### src/rtl/rme_pkg.sv
`timescale 1ns / 1ps

package rme_pkg;

    localparam int CFG_ADDR_W = 1;

    localparam logic [CFG_ADDR_W-1:0] REG_EXPONENT = 1'b0;
    localparam logic [CFG_ADDR_W-1:0] REG_MODULUS  = 1'b1;

    typedef enum logic [1:0] {
        MUL_REDUCE = 2'd0,
        MUL_ACC    = 2'd1,
        MUL_SQUARE = 2'd2
    } t_mul_op;

    typedef struct packed {
        logic    load;
        logic    mul_start;
        t_mul_op mul_op;
        logic    step;
        logic    acc_wr;
        logic    sq_wr;
        logic    exp_shift;
        logic    out_load;
    } t_dp_cmd;

    typedef struct packed {
        logic last_step;
        logic exp_zero;
        logic exp_bit0;
    } t_dp_sts;

endpackage

### src/rtl/rme_datapath.sv
`timescale 1ns / 1ps

module rme_datapath #(
    parameter int WORD_BITS = 32
) (
    input  logic                            i_clk,
    input  logic                            i_rst_n,
    input  logic                            i_cfg_we,
    input  logic [rme_pkg::CFG_ADDR_W-1:0]  i_cfg_addr,
    input  logic [WORD_BITS-1:0]            i_cfg_wdata,
    input  logic [WORD_BITS-1:0]            i_base,
    input  logic                            i_last,
    input  rme_pkg::t_dp_cmd                i_cmd,
    output rme_pkg::t_dp_sts                o_sts,
    output logic [WORD_BITS-1:0]            o_result,
    output logic                            o_last
);

    localparam int CNT_W = $clog2(WORD_BITS);
    localparam int SUM_W = WORD_BITS + 2;

    logic [WORD_BITS-1:0] r_cfg_exp;
    logic [WORD_BITS-1:0] r_cfg_mod;

    logic [WORD_BITS-1:0] r_acc;
    logic [WORD_BITS-1:0] r_sq;
    logic [WORD_BITS-1:0] r_exp;
    logic                 r_last;

    logic [WORD_BITS-1:0] r_mm;
    logic [WORD_BITS-1:0] r_mx;
    logic [WORD_BITS-1:0] r_my;
    logic [CNT_W-1:0]     r_cnt;

    logic [WORD_BITS-1:0] r_out_data;
    logic                 r_out_last;

    logic [WORD_BITS-1:0] n_mm;
    logic [WORD_BITS-1:0] w_start_x;
    logic [WORD_BITS-1:0] w_start_y;
    logic [WORD_BITS-1:0] w_addend;
    logic [SUM_W-1:0]     w_sum;
    logic [SUM_W-1:0]     w_n1;
    logic [SUM_W-1:0]     w_n2;
    logic                 w_mod_small;

    assign w_mod_small = (r_cfg_mod[WORD_BITS-1:1] == '0);

    always_ff @(posedge i_clk) begin
        if (!i_rst_n) begin
            r_cfg_exp <= WORD_BITS'(1);
            r_cfg_mod <= '1;
        end else if (i_cfg_we) begin
            case (i_cfg_addr)
                rme_pkg::REG_EXPONENT: r_cfg_exp <= i_cfg_wdata;
                rme_pkg::REG_MODULUS:  r_cfg_mod <= i_cfg_wdata;
                default: ;
            endcase
        end
    end

    always_comb begin
        case (i_cmd.mul_op)
            rme_pkg::MUL_REDUCE: begin
                w_start_x = WORD_BITS'(1);
                w_start_y = i_base;
            end
            rme_pkg::MUL_ACC: begin
                w_start_x = r_acc;
                w_start_y = r_sq;
            end
            rme_pkg::MUL_SQUARE: begin
                w_start_x = r_sq;
                w_start_y = r_sq;
            end
            default: begin
                w_start_x = '0;
                w_start_y = '0;
            end
        endcase
    end

    // 2r + bit*x stays below 3n: one of two subtractions brings it back under n.
    assign w_addend = r_my[WORD_BITS-1] ? r_mx : {WORD_BITS{1'b0}};
    assign w_sum    = {1'b0, r_mm, 1'b0} + {2'b00, w_addend};
    assign w_n1     = {2'b00, r_cfg_mod};
    assign w_n2     = {1'b0, r_cfg_mod, 1'b0};

    always_comb begin
        if (w_sum >= w_n2) begin
            n_mm = WORD_BITS'(w_sum - w_n2);
        end else if (w_sum >= w_n1) begin
            n_mm = WORD_BITS'(w_sum - w_n1);
        end else begin
            n_mm = w_sum[WORD_BITS-1:0];
        end
    end

    always_ff @(posedge i_clk) begin
        if (i_cmd.mul_start) begin
            r_mm  <= '0;
            r_mx  <= w_start_x;
            r_my  <= w_start_y;
            r_cnt <= '0;
        end else if (i_cmd.step) begin
            r_mm  <= n_mm;
            r_my  <= {r_my[WORD_BITS-2:0], 1'b0};
            r_cnt <= r_cnt + CNT_W'(1);
        end

        if (i_cmd.load) begin
            r_acc  <= w_mod_small ? '0 : WORD_BITS'(1);
            r_exp  <= w_mod_small ? '0 : r_cfg_exp;
            r_last <= i_last;
        end else begin
            if (i_cmd.acc_wr) begin
                r_acc <= n_mm;
            end
            if (i_cmd.exp_shift) begin
                r_exp <= {1'b0, r_exp[WORD_BITS-1:1]};
            end
        end

        if (i_cmd.sq_wr) begin
            r_sq <= n_mm;
        end

        if (i_cmd.out_load) begin
            r_out_data <= r_acc;
            r_out_last <= r_last;
        end
    end

    assign o_sts.last_step = (r_cnt == CNT_W'(WORD_BITS - 1));
    assign o_sts.exp_zero  = (r_exp == '0);
    assign o_sts.exp_bit0  = r_exp[0];

    assign o_result = r_out_data;
    assign o_last   = r_out_last;

endmodule

### src/rtl/rme_ctrl.sv
`timescale 1ns / 1ps

module rme_ctrl (
    input  logic              i_clk,
    input  logic              i_rst_n,
    input  logic              i_in_valid,
    output logic              o_in_ready,
    output logic              o_out_valid,
    input  logic              i_out_ready,
    output rme_pkg::t_dp_cmd  o_cmd,
    input  rme_pkg::t_dp_sts  i_sts
);

    typedef enum logic [5:0] {
        S_IDLE = 6'b000001,
        S_RED  = 6'b000010,
        S_NEXT = 6'b000100,
        S_MACC = 6'b001000,
        S_SQR  = 6'b010000,
        S_DONE = 6'b100000
    } t_state;

    t_state r_state;
    t_state n_state;
    logic   r_out_valid;
    logic   n_out_valid;

    always_comb begin
        n_state = r_state;
        o_cmd   = '0;
        case (r_state)
            S_IDLE: begin
                if (i_in_valid) begin
                    o_cmd.load      = 1'b1;
                    o_cmd.mul_start = 1'b1;
                    o_cmd.mul_op    = rme_pkg::MUL_REDUCE;
                    n_state         = S_RED;
                end
            end
            S_RED: begin
                o_cmd.step = 1'b1;
                if (i_sts.last_step) begin
                    o_cmd.sq_wr = 1'b1;
                    n_state     = S_NEXT;
                end
            end
            S_NEXT: begin
                if (i_sts.exp_zero) begin
                    n_state = S_DONE;
                end else if (i_sts.exp_bit0) begin
                    o_cmd.mul_start = 1'b1;
                    o_cmd.mul_op    = rme_pkg::MUL_ACC;
                    n_state         = S_MACC;
                end else begin
                    o_cmd.mul_start = 1'b1;
                    o_cmd.mul_op    = rme_pkg::MUL_SQUARE;
                    n_state         = S_SQR;
                end
            end
            S_MACC: begin
                o_cmd.step = 1'b1;
                if (i_sts.last_step) begin
                    o_cmd.acc_wr    = 1'b1;
                    o_cmd.mul_start = 1'b1;
                    o_cmd.mul_op    = rme_pkg::MUL_SQUARE;
                    n_state         = S_SQR;
                end
            end
            S_SQR: begin
                o_cmd.step = 1'b1;
                if (i_sts.last_step) begin
                    o_cmd.sq_wr     = 1'b1;
                    o_cmd.exp_shift = 1'b1;
                    n_state         = S_NEXT;
                end
            end
            S_DONE: begin
                if (!r_out_valid || i_out_ready) begin
                    o_cmd.out_load = 1'b1;
                    n_state        = S_IDLE;
                end
            end
            default: begin
                n_state = S_IDLE;
            end
        endcase
    end

    always_comb begin
        n_out_valid = r_out_valid;
        if (o_cmd.out_load) begin
            n_out_valid = 1'b1;
        end else if (i_out_ready) begin
            n_out_valid = 1'b0;
        end
    end

    always_ff @(posedge i_clk) begin
        if (!i_rst_n) begin
            r_state     <= S_IDLE;
            r_out_valid <= 1'b0;
        end else begin
            r_state     <= n_state;
            r_out_valid <= n_out_valid;
        end
    end

    assign o_in_ready  = (r_state == S_IDLE);
    assign o_out_valid = r_out_valid;

endmodule

### src/rtl/rsa_modular_exponentiation_unit.sv
`timescale 1ns / 1ps
// Channel   Dir  Signals                        Beat content
// --------  ---  -----------------------------  ---------------------------------
// s_axis    in   tvalid tready tdata tlast      base, last_element
// m_axis    out  tvalid tready tdata tlast      power_result, last_result
// cfg       in   i_cfg_we i_cfg_addr i_cfg_wdata 0: exponent, 1: modulus
//
// The base is first reduced modulo the modulus; then, from the lowest exponent bit,
// a set bit multiplies the result by the running square and every bit squares it,
// until no set exponent bit is left.
// One bit-serial modular multiplier, one multiplier bit per cycle, does it all.
// Reset is synchronous, active low; exponent returns to 1, modulus to all ones.
// A finished result waits in the output register; the next beat is taken
// meanwhile, and the engine stalls only when a second result is ready.

module rsa_modular_exponentiation_unit #(
    parameter int WORD_BITS = 32
) (
    input  logic                                 i_clk,
    input  logic                                 i_rst_n,
    input  logic                                 s_axis_tvalid,
    output logic                                 s_axis_tready,
    input  logic [((WORD_BITS + 7) / 8) * 8-1:0] s_axis_tdata,  // [WORD_BITS-1:0] base
    input  logic                                 s_axis_tlast,
    output logic                                 m_axis_tvalid,
    input  logic                                 m_axis_tready,
    output logic [((WORD_BITS + 7) / 8) * 8-1:0] m_axis_tdata,  // [WORD_BITS-1:0] power_result
    output logic                                 m_axis_tlast,
    input  logic                                 i_cfg_we,
    input  logic [rme_pkg::CFG_ADDR_W-1:0]       i_cfg_addr,
    input  logic [WORD_BITS-1:0]                 i_cfg_wdata
);

    localparam int DATA_W = ((WORD_BITS + 7) / 8) * 8;

    rme_pkg::t_dp_cmd     w_cmd;
    rme_pkg::t_dp_sts     w_sts;
    logic [WORD_BITS-1:0] w_result;

    rme_ctrl u_ctrl (
        .i_clk       (i_clk),
        .i_rst_n     (i_rst_n),
        .i_in_valid  (s_axis_tvalid),
        .o_in_ready  (s_axis_tready),
        .o_out_valid (m_axis_tvalid),
        .i_out_ready (m_axis_tready),
        .o_cmd       (w_cmd),
        .i_sts       (w_sts)
    );

    rme_datapath #(
        .WORD_BITS (WORD_BITS)
    ) u_datapath (
        .i_clk       (i_clk),
        .i_rst_n     (i_rst_n),
        .i_cfg_we    (i_cfg_we),
        .i_cfg_addr  (i_cfg_addr),
        .i_cfg_wdata (i_cfg_wdata),
        .i_base      (s_axis_tdata[WORD_BITS-1:0]),
        .i_last      (s_axis_tlast),
        .i_cmd       (w_cmd),
        .o_sts       (w_sts),
        .o_result    (w_result),
        .o_last      (m_axis_tlast)
    );

    assign m_axis_tdata = DATA_W'(w_result);

endmodule

### config.mk
export PLATFORM = sky130hd
export DESIGN_NAME = rsa_modular_exponentiation_unit
export DESIGN_NICKNAME = d
export VERILOG_FILES = /design/src/rtl/rme_pkg.sv /design/src/rtl/rme_datapath.sv /design/src/rtl/rme_ctrl.sv /design/src/rtl/rsa_modular_exponentiation_unit.sv
export SDC_FILE = /design/constraint.sdc
export NUM_CORES = 1
export LEC_CHECK = 0
export BUFFER_PORTS_ARGS = -buffer_cell sky130_fd_sc_hd__buf_2
export CORE_UTILIZATION = 53
export DETAILED_ROUTE_END_ITERATION = 8
export PLACE_DENSITY = 0.71
export RECOVER_POWER = 50
export SLEW_MARGIN = 10
export SYNTH_ARGS = -nofsm -noshare
export SYNTH_HDL_FRONTEND = slang
export SYNTH_SLANG_ARGS = --single-unit
### constraint.sdc
create_clock -name i_clk -period 8.8 [get_ports i_clk]
set_clock_uncertainty 0.05 [all_clocks]
set_input_delay 1.76 -clock i_clk [delete_from_list [all_inputs] [get_ports i_clk]]
set_output_delay 1.76 -clock i_clk [all_outputs]
set_load 0.01 [all_outputs]
==> results of run 1 <==
area by class of cell:
class                   instances  area [um2]
repair buffers                123         604
clock buffers                  49         978
inverters                      82         308
flip-flops and latches        302        7990
clock inverters                13         109
multi-input cells            1326        8860
well taps                     442         553
fillers                      2855       13100
cell usage in the layout, fill, tap and decap left out, types with 37 or more instances in the layout:
master    netlist  final
a21boi_0       38     38
a21oi_1       105    105
a22oi_1        65     65
and2_1         49     46
buf_2           5     72
clkbuf_1       79     46
dfxtp_1       108    108
edfxtp_1      194    194
ha_1          101    100
inv_1          82     81
nand2_1       209    209
nor2_1        134    132
o211ai_1       42     42
o21ai_0        77     76
o31ai_1        37     37
xnor2_1        55     55
cells by family after synthesis:
family	Yosys count	synth area share
and+or+nand+nor	552	0.147
AOI/OAI and AO/OA	555	0.219
buffers and inverters	178	0.0425
muxes	29	0.0185
DFF	302	0.455
adders and majority gates	104	0.0754
xor gates and xnor gates	86	0.0429
state kept, by name, summed over array words and instances (netlist names):
name,cells
u_ctrl.o_out_valid,1
u_ctrl.r_state,6
u_datapath.o_last,1
u_datapath.o_result,32
u_datapath.r_acc,32
u_datapath.r_cfg_exp,32
u_datapath.r_cfg_mod,32
u_datapath.r_cnt,5
u_datapath.r_exp,32
u_datapath.r_last,1
u_datapath.r_mm,32
u_datapath.r_mx,32
u_datapath.r_my,32
u_datapath.r_sq,32
power by group:
group          total, W  switching (W)  internal, W
registers       0.00224       0.000176      0.00207
logic           0.00322        0.00205      0.00117
clock network   0.00137       0.000561     0.000809
total           0.00683        0.00278      0.00405
path summary, 6_finish.rpt:
kind	to	startpoint	slack, ps	cells past startpoint
max	u_datapath.r_acc[19]	u_datapath.r_my[31]	2050	23
max reg2reg	u_datapath.r_acc[19]	u_datapath.r_my[31]	2050	23
min reg2reg	u_datapath.o_last	u_datapath.r_last	390	0
min	u_datapath.o_last	u_datapath.r_last	390	0
routing by layer:
layer  GRT usage  part of all wire  up-vias
met5           0                 0        -
met4      0.0563             0.017        0
met3      0.0271             0.060       63
met2       0.426              0.43      509
met1       0.419              0.49     6804
li1            -                 -     6794
per-stage QoR:
stage          instance area [um2]  setup slack, ps  hold slack, ps  std cells
6_report                     19400             2050             385       2337
5_1_grt                      19400             1590             393       2337
4_1_cts                      19500             2050             389       2337
3_5_place_dp                 18400             2100             376       2275
3_3_place_gp                 18400             2200             352       2275
2_1_floorplan                17600             3150             350       1806
worst reg2reg max path, stage by stage (launching register included):
cell and delay [ps]:
edfxtp_1 320, buf_4 280, and2_1 210, ha_1 190, inv_1 60, fa_1 400, nand2b_1 180, a21o_1 190
a211o_1 330, nor2b_1 190, o31ai_1 360, a21boi_0 170, xnor2_1 320, ha_1 370, a21o_1 210, a21o_1 170
a21oi_1 310, a21boi_0 370, o211a_1 200, o211a_4 200, and2_4 500, mux2_2 390, o21ai_0 410, nor2_1 90
==> run metrics, run 1 <==
Post-Syn Nets=1981; status=complete, but fails checks; Hold-fix buffers, CTS=0; via/cell ratio=slightly above 6; clock latency on the worst-skew pair=520 ps; die area=0.0339 mm2; worst hold path class=flop to flop; Max stage delay on crit path=500 ps; CTS HTree Levels=2; fin. max-slew vios=252; share of cells above drive strength 1=0.0987; post-synth top area cell=edfxtp_1; Netlist cell types=78; initial antenna violation count=0; Slew @ Worst Pin=roughly 3000 ps; Max-Cap Viols=6; Nets=2044; TritonRoute pass-1 iters=6; share of the synthesized area in the top cell type=0.332; via count=14200; Crit path buffers/inverters=2; clk buf depth=3; RSZ-0062 raised after global routing=no; fin util=0.596; Core Area=between 0.03 and 0.04 mm2; area grow syn2layout=10.5%; Top Family by Delay on Critical Path=compound AO/OA/AOI/OAI gates; Max FO, Critical Path=34; top_reg_cell synth=edfxtp_1; Critical Path Start Type=flop; Final min period=6750 ps; Post-CTS Resized=0; Design Power=0.00683 W; vias in the first global route=13100; most frequent cell after synthesis=nand2_1; Final Setup Violations=0; Worst setup EP type=flop; first-pass GRT wire length=73000 um; I/O pin count=between 100 and 150; Mapped Cells=1806; ant diodes=0; Yosys reg bits=between 300 and 400; P_leak=8.02 nW; total gr overflow=0; Seq/Total Area, Yosys=0.455; CTS tree=yes; dpl hpwl=34400 um; synth warn=0; setup TNS=0 ps; Worst EP arrival=6930 ps; CTS root buffer=clkbuf_16; Top cell by count, worst path=a21o_1; Post-synth EDFFs=194; Rows=66; most area-consuming cells after synthesis=edfxtp_1, dfxtp_1, ha_1, nand2_1, a21oi_1; Final Hold Vio Count=0; routed length per instance=19.9 um; Slowest cell on crit path=and2_4; global router's overall resource usage=0.276; Num CTS Buffers=34; average size of a mapped cell=9.72 um2; Post-synth ARST share=0; 1st-iter DRT viols=roughly 1400; clock sinks=302; relative slew slack=-0.978; Critical Path RT=~9000 ps; Fmax achieved=about 0.15 GHz; Worst Path Class, Setup=flop to flop; Die X-Extent=184 um; clock-pin transition on the worst setup and hold timing paths=60 ps; Post-CTS Setup Inserts=0; GP Congestion=around 0.95; Buffers on Ports=105; Netlist Area Pre-Place=roughly 0.018 mm2; pwr/cell area=352 mW/mm2; die height=around 180 um; post-route ant nets=0; VDD IR max=0.187 mV; Post-Route WL=46500 um; most frequent cells after synthesis=nand2_1, edfxtp_1, nor2_1; Initial Utilization=0.540; failing checks=max-capacitance violations, max-slew violations; cell breakdown of the critical path=buf_4 -> and2_1 -> ha_1 -> inv_1 -> fa_1 -> nand2b_1 -> a21o_1 -> a211o_1 -> nor2b_1 -> o31ai_1 -> a21boi_0 -> xnor2_1 -> ha_1 -> a21o_1 -> a21o_1 -> a21oi_1 -> a21boi_0 -> o211a_1 -> o211a_4 -> and2_4 -> mux2_2 -> o21ai_0 -> nor2_1; DRC violations left=0; largest net degree at the start of global routing=72; Tcrit/Tclk final=0.767
(Power assumes the default switching activity.)
==> run 2: changes to the inputs <==
- ABC_AREA: default -> 1
- clock period: 8.8 -> 6.9 ns (I/O delays scaled with it)
==> run metrics, run 2 <==
status=complete, but fails checks; failing checks=max-capacitance violations, max-slew violations; Top cell by count, worst path=nand2_1; hold depth=0 (unchanged); Worst setup EP type=flop; Area after DPL=0.0204 mm2 (+11%); Critical Path RT=7150 ps (-1830 ps); CTS HTree Levels=1 (-1); Final Setup Violations=0 (unchanged); clock sinks=302 (unchanged); Core Area=0.0358 mm2 (+10%); ant diodes=0 (unchanged); VDD IR max=0.234 mV (+26%); global router's overall resource usage=0.334 (+0.0577); Num CTS Buffers=31 (-8.8%); die height=194 um (+5.2%); average size of a mapped cell=7.38 um2 (-24%); Worst EP arrival=5860 ps (-1070 ps); share of the synthesized area in the top cell type=0.300 (-0.0322); Post-Syn Nets=2811 (+42%); worst reg2reg startpoint=u_datapath.r_my[31]; Seq/Total Area, Yosys=0.411 (-0.0442); Final min period=5610 ps (-1140 ps); total gr overflow=0 (unchanged); CTS root buffer=clkbuf_16; post-route cell area=0.0213 mm2 (+10%); Fmax achieved=0.178 GHz (+20%); Multi-input gate area=0.00950 mm2 (+7.3%); reg2reg end=u_datapath.r_acc[13]; via/cell ratio=5.58 (-8.0%); Fill cells=3348 (+17%); Buffers on Ports=105 (unchanged); clock-pin transition on the worst setup and hold timing paths=60 ps (about the same); most frequent cells after synthesis=nand2_1, inv_1, edfxtp_1; Slowest cell on crit path=edfxtp_1; 1st-iter DRT viols=1625 (+15%); clock latency on the worst-skew pair=600 ps (+80 ps); most frequent cell after synthesis=nand2_1; Nets=2893 (+42%); post-synth top area cell=edfxtp_1; Crit path buffers/inverters=4 (+2); Post-CTS Setup Inserts=0 (unchanged); GP Congestion=1.05 (+10%); Worst Path Class, Setup=flop to flop; TritonRoute pass-1 iters=5 (-1); Tcrit/Tclk final=0.813 (+0.0458); Design Power=0.00681 W (-0.25%); worst hold path class=flop to flop; I/O pin count=106 (unchanged); fin util=0.596 (about the same); Top Family by Delay on Critical Path=simple AND/OR/NAND/NOR gates; commonest non-fill, non-tap cell in the layout=nand2_1; Max FO, Critical Path=21 (-38%); setup TNS=0 ps (unchanged); Slew @ Worst Pin=3010 ps (+46.4 ps); dpl hpwl=49600 um (+44%); synth warn=0 (unchanged); Post-synth EDFFs=194 (unchanged); top_reg_cell synth=edfxtp_1; Hold-fix buffers, CTS=0 (unchanged); Max stage delay on crit path=540 ps (+40 ps); Sequential Area=0.00799 mm2 (unchanged); R2R Setup Slk=1290 ps (-760 ps); largest net degree at the start of global routing=66 (-8.3%); routed length per instance=19.5 um (-2.0%); first-pass GRT wire length=97000 um (+33%); Final Hold Vio Count=0 (unchanged); Post-Route WL=62500 um (+34%); post-route ant nets=0 (unchanged); fin. max-slew vios=264 (+4.8%); Post-synth ARST share=0 (unchanged); Max-Cap Viols=6 (unchanged); RSZ-0062 raised after global routing=no; Mapped Cells=2636 (+46%); post-layout instance count excluding filler cells=3204 (+37%); share of cells above drive strength 1=0.0711 (-0.0276); DRC violations left=0 (unchanged); P_leak=10.6 nW (+32%); Initial Utilization=0.543 (+0.00314); Rows=69 (+4.5%); initial antenna violation count=0 (unchanged); area grow syn2layout=9.72%; clk buf depth=3 (unchanged); Netlist cell types=53 (-32%); Die X-Extent=194 um (+5.2%); die area=0.0375 mm2 (+11%); Post-CTS Resized=0 (unchanged); via count=17900 (+26%); relative slew slack=-1.01 (-0.0343); CTS tree=yes; vias in the first global route=17300 (+32%); most area-consuming cells after synthesis=edfxtp_1, nand2_1, dfxtp_1, inv_1, ha_1; commonest cells after routing, fill and taps aside=nand2_1, inv_1, edfxtp_1; pwr/cell area=319 mW/mm2 (-9.3%); Worst Hold Path EP=u_datapath.o_last; Hold Startpoint=u_datapath.r_last; Critical Path Start Type=flop; Yosys reg bits=302 (unchanged); R2R depth=27 (+17%); Netlist Area Pre-Place=0.0194 mm2 (+11%); DP Cell Count=3146 (+38%)
## run 2: changes by cell type after synthesis, moves of 33 or more
cell | previous run | this run
nand2_1 | 209 | 847
nand3_1 | 31 | 114
a22oi_1 | 65 | 32
and2_1 | 49 | 6
xnor2_1 | 55 | 15
nand4_1 | 23 | 62
a21oi_1 | 105 | 169
inv_1 | 82 | 419
a21boi_0 | 38 | 1
o31ai_1 | 37 | 0
## run 2: worst reg2reg max path, delay by kind of cell (launching register included)
family / cells / cell delay (ps)
AO/OA/AOI/OAI: 3 / 810
AND/OR/NAND/NOR: 16 / 1690
flip-flops: 1 / 540
XOR/XNOR: 1 / 480
adder cells (fa/ha/maj): 3 / 1050
buffers and inverters: 4 / 720
## run 2: cell type report
| cell class | count | area share |
|---|---|---|
| Multi-Input combinational cell | 1831 | 0.445 |
| Sequential cell | 302 | 0.374 |
| Clock inverter | 11 | 0.00592 |
| Tap cell | 461 | 0.0270 |
| Timing Repair Buffer | 126 | 0.0294 |
| Clock buffer | 47 | 0.0430 |
| Inverter | 426 | 0.0750 |
## run 2: logic make-up (layout without fill, tap and decap cells)
logic type,Yosys count,count (layout),share of synthesized area
buffers and inverters,503,610,0.100
adders and majority gates,104,104,0.0681
AOI/OAI and AO/OA,390,390,0.115
xor gates and xnor gates,55,55,0.0248
and+or+nand+nor,1282,1282,0.281
DFF,302,302,0.411
## run 2: worst max path at each step
stage / start / endpoint / slack, ps / cells past startpoint
2_1_floorplan: u_datapath.r_my[31] / u_datapath.r_acc[26] / 2820 / 29
3_5_place_dp: u_datapath.r_my[31] / u_datapath.r_acc[13] / 1480 / 27
3_3_place_gp: u_datapath.r_my[31] / u_datapath.r_acc[22] / 1550 / 25
4_1_cts: u_datapath.r_my[31] / u_datapath.r_acc[13] / 1430 / 27
6_report: u_datapath.r_my[31] / u_datapath.r_acc[13] / 1290 / 27
5_1_grt: u_datapath.r_my[31] / u_datapath.r_acc[13] / 970 / 27
## run 2: power breakdown
group	internal, W	switching, W	leakage, nW	total, W
logic	0.000765	0.00186	7.38	0.00263
registers	0.00234	0.000133	2.72	0.00247
clock network	0.000996	0.000717	0.515	0.00171
## run 2: metrics by stage
step	hold WS [ps]	setup slack (ps)
2_1_floorplan	350	2820
5_1_grt	382	965
3_3_place_gp	352	1550
4_1_cts	375	1430
3_5_place_dp	360	1480
6_report	374	1290
## run 2: per-layer routing
metal  vias up  routed length (um)  GRT usage
li1       8751                   -          -
met1      8246               27800      0.461
met4         0                2810      0.144
met3       122                4350     0.0377
met2       745               27500      0.531
met5         -                   0          0
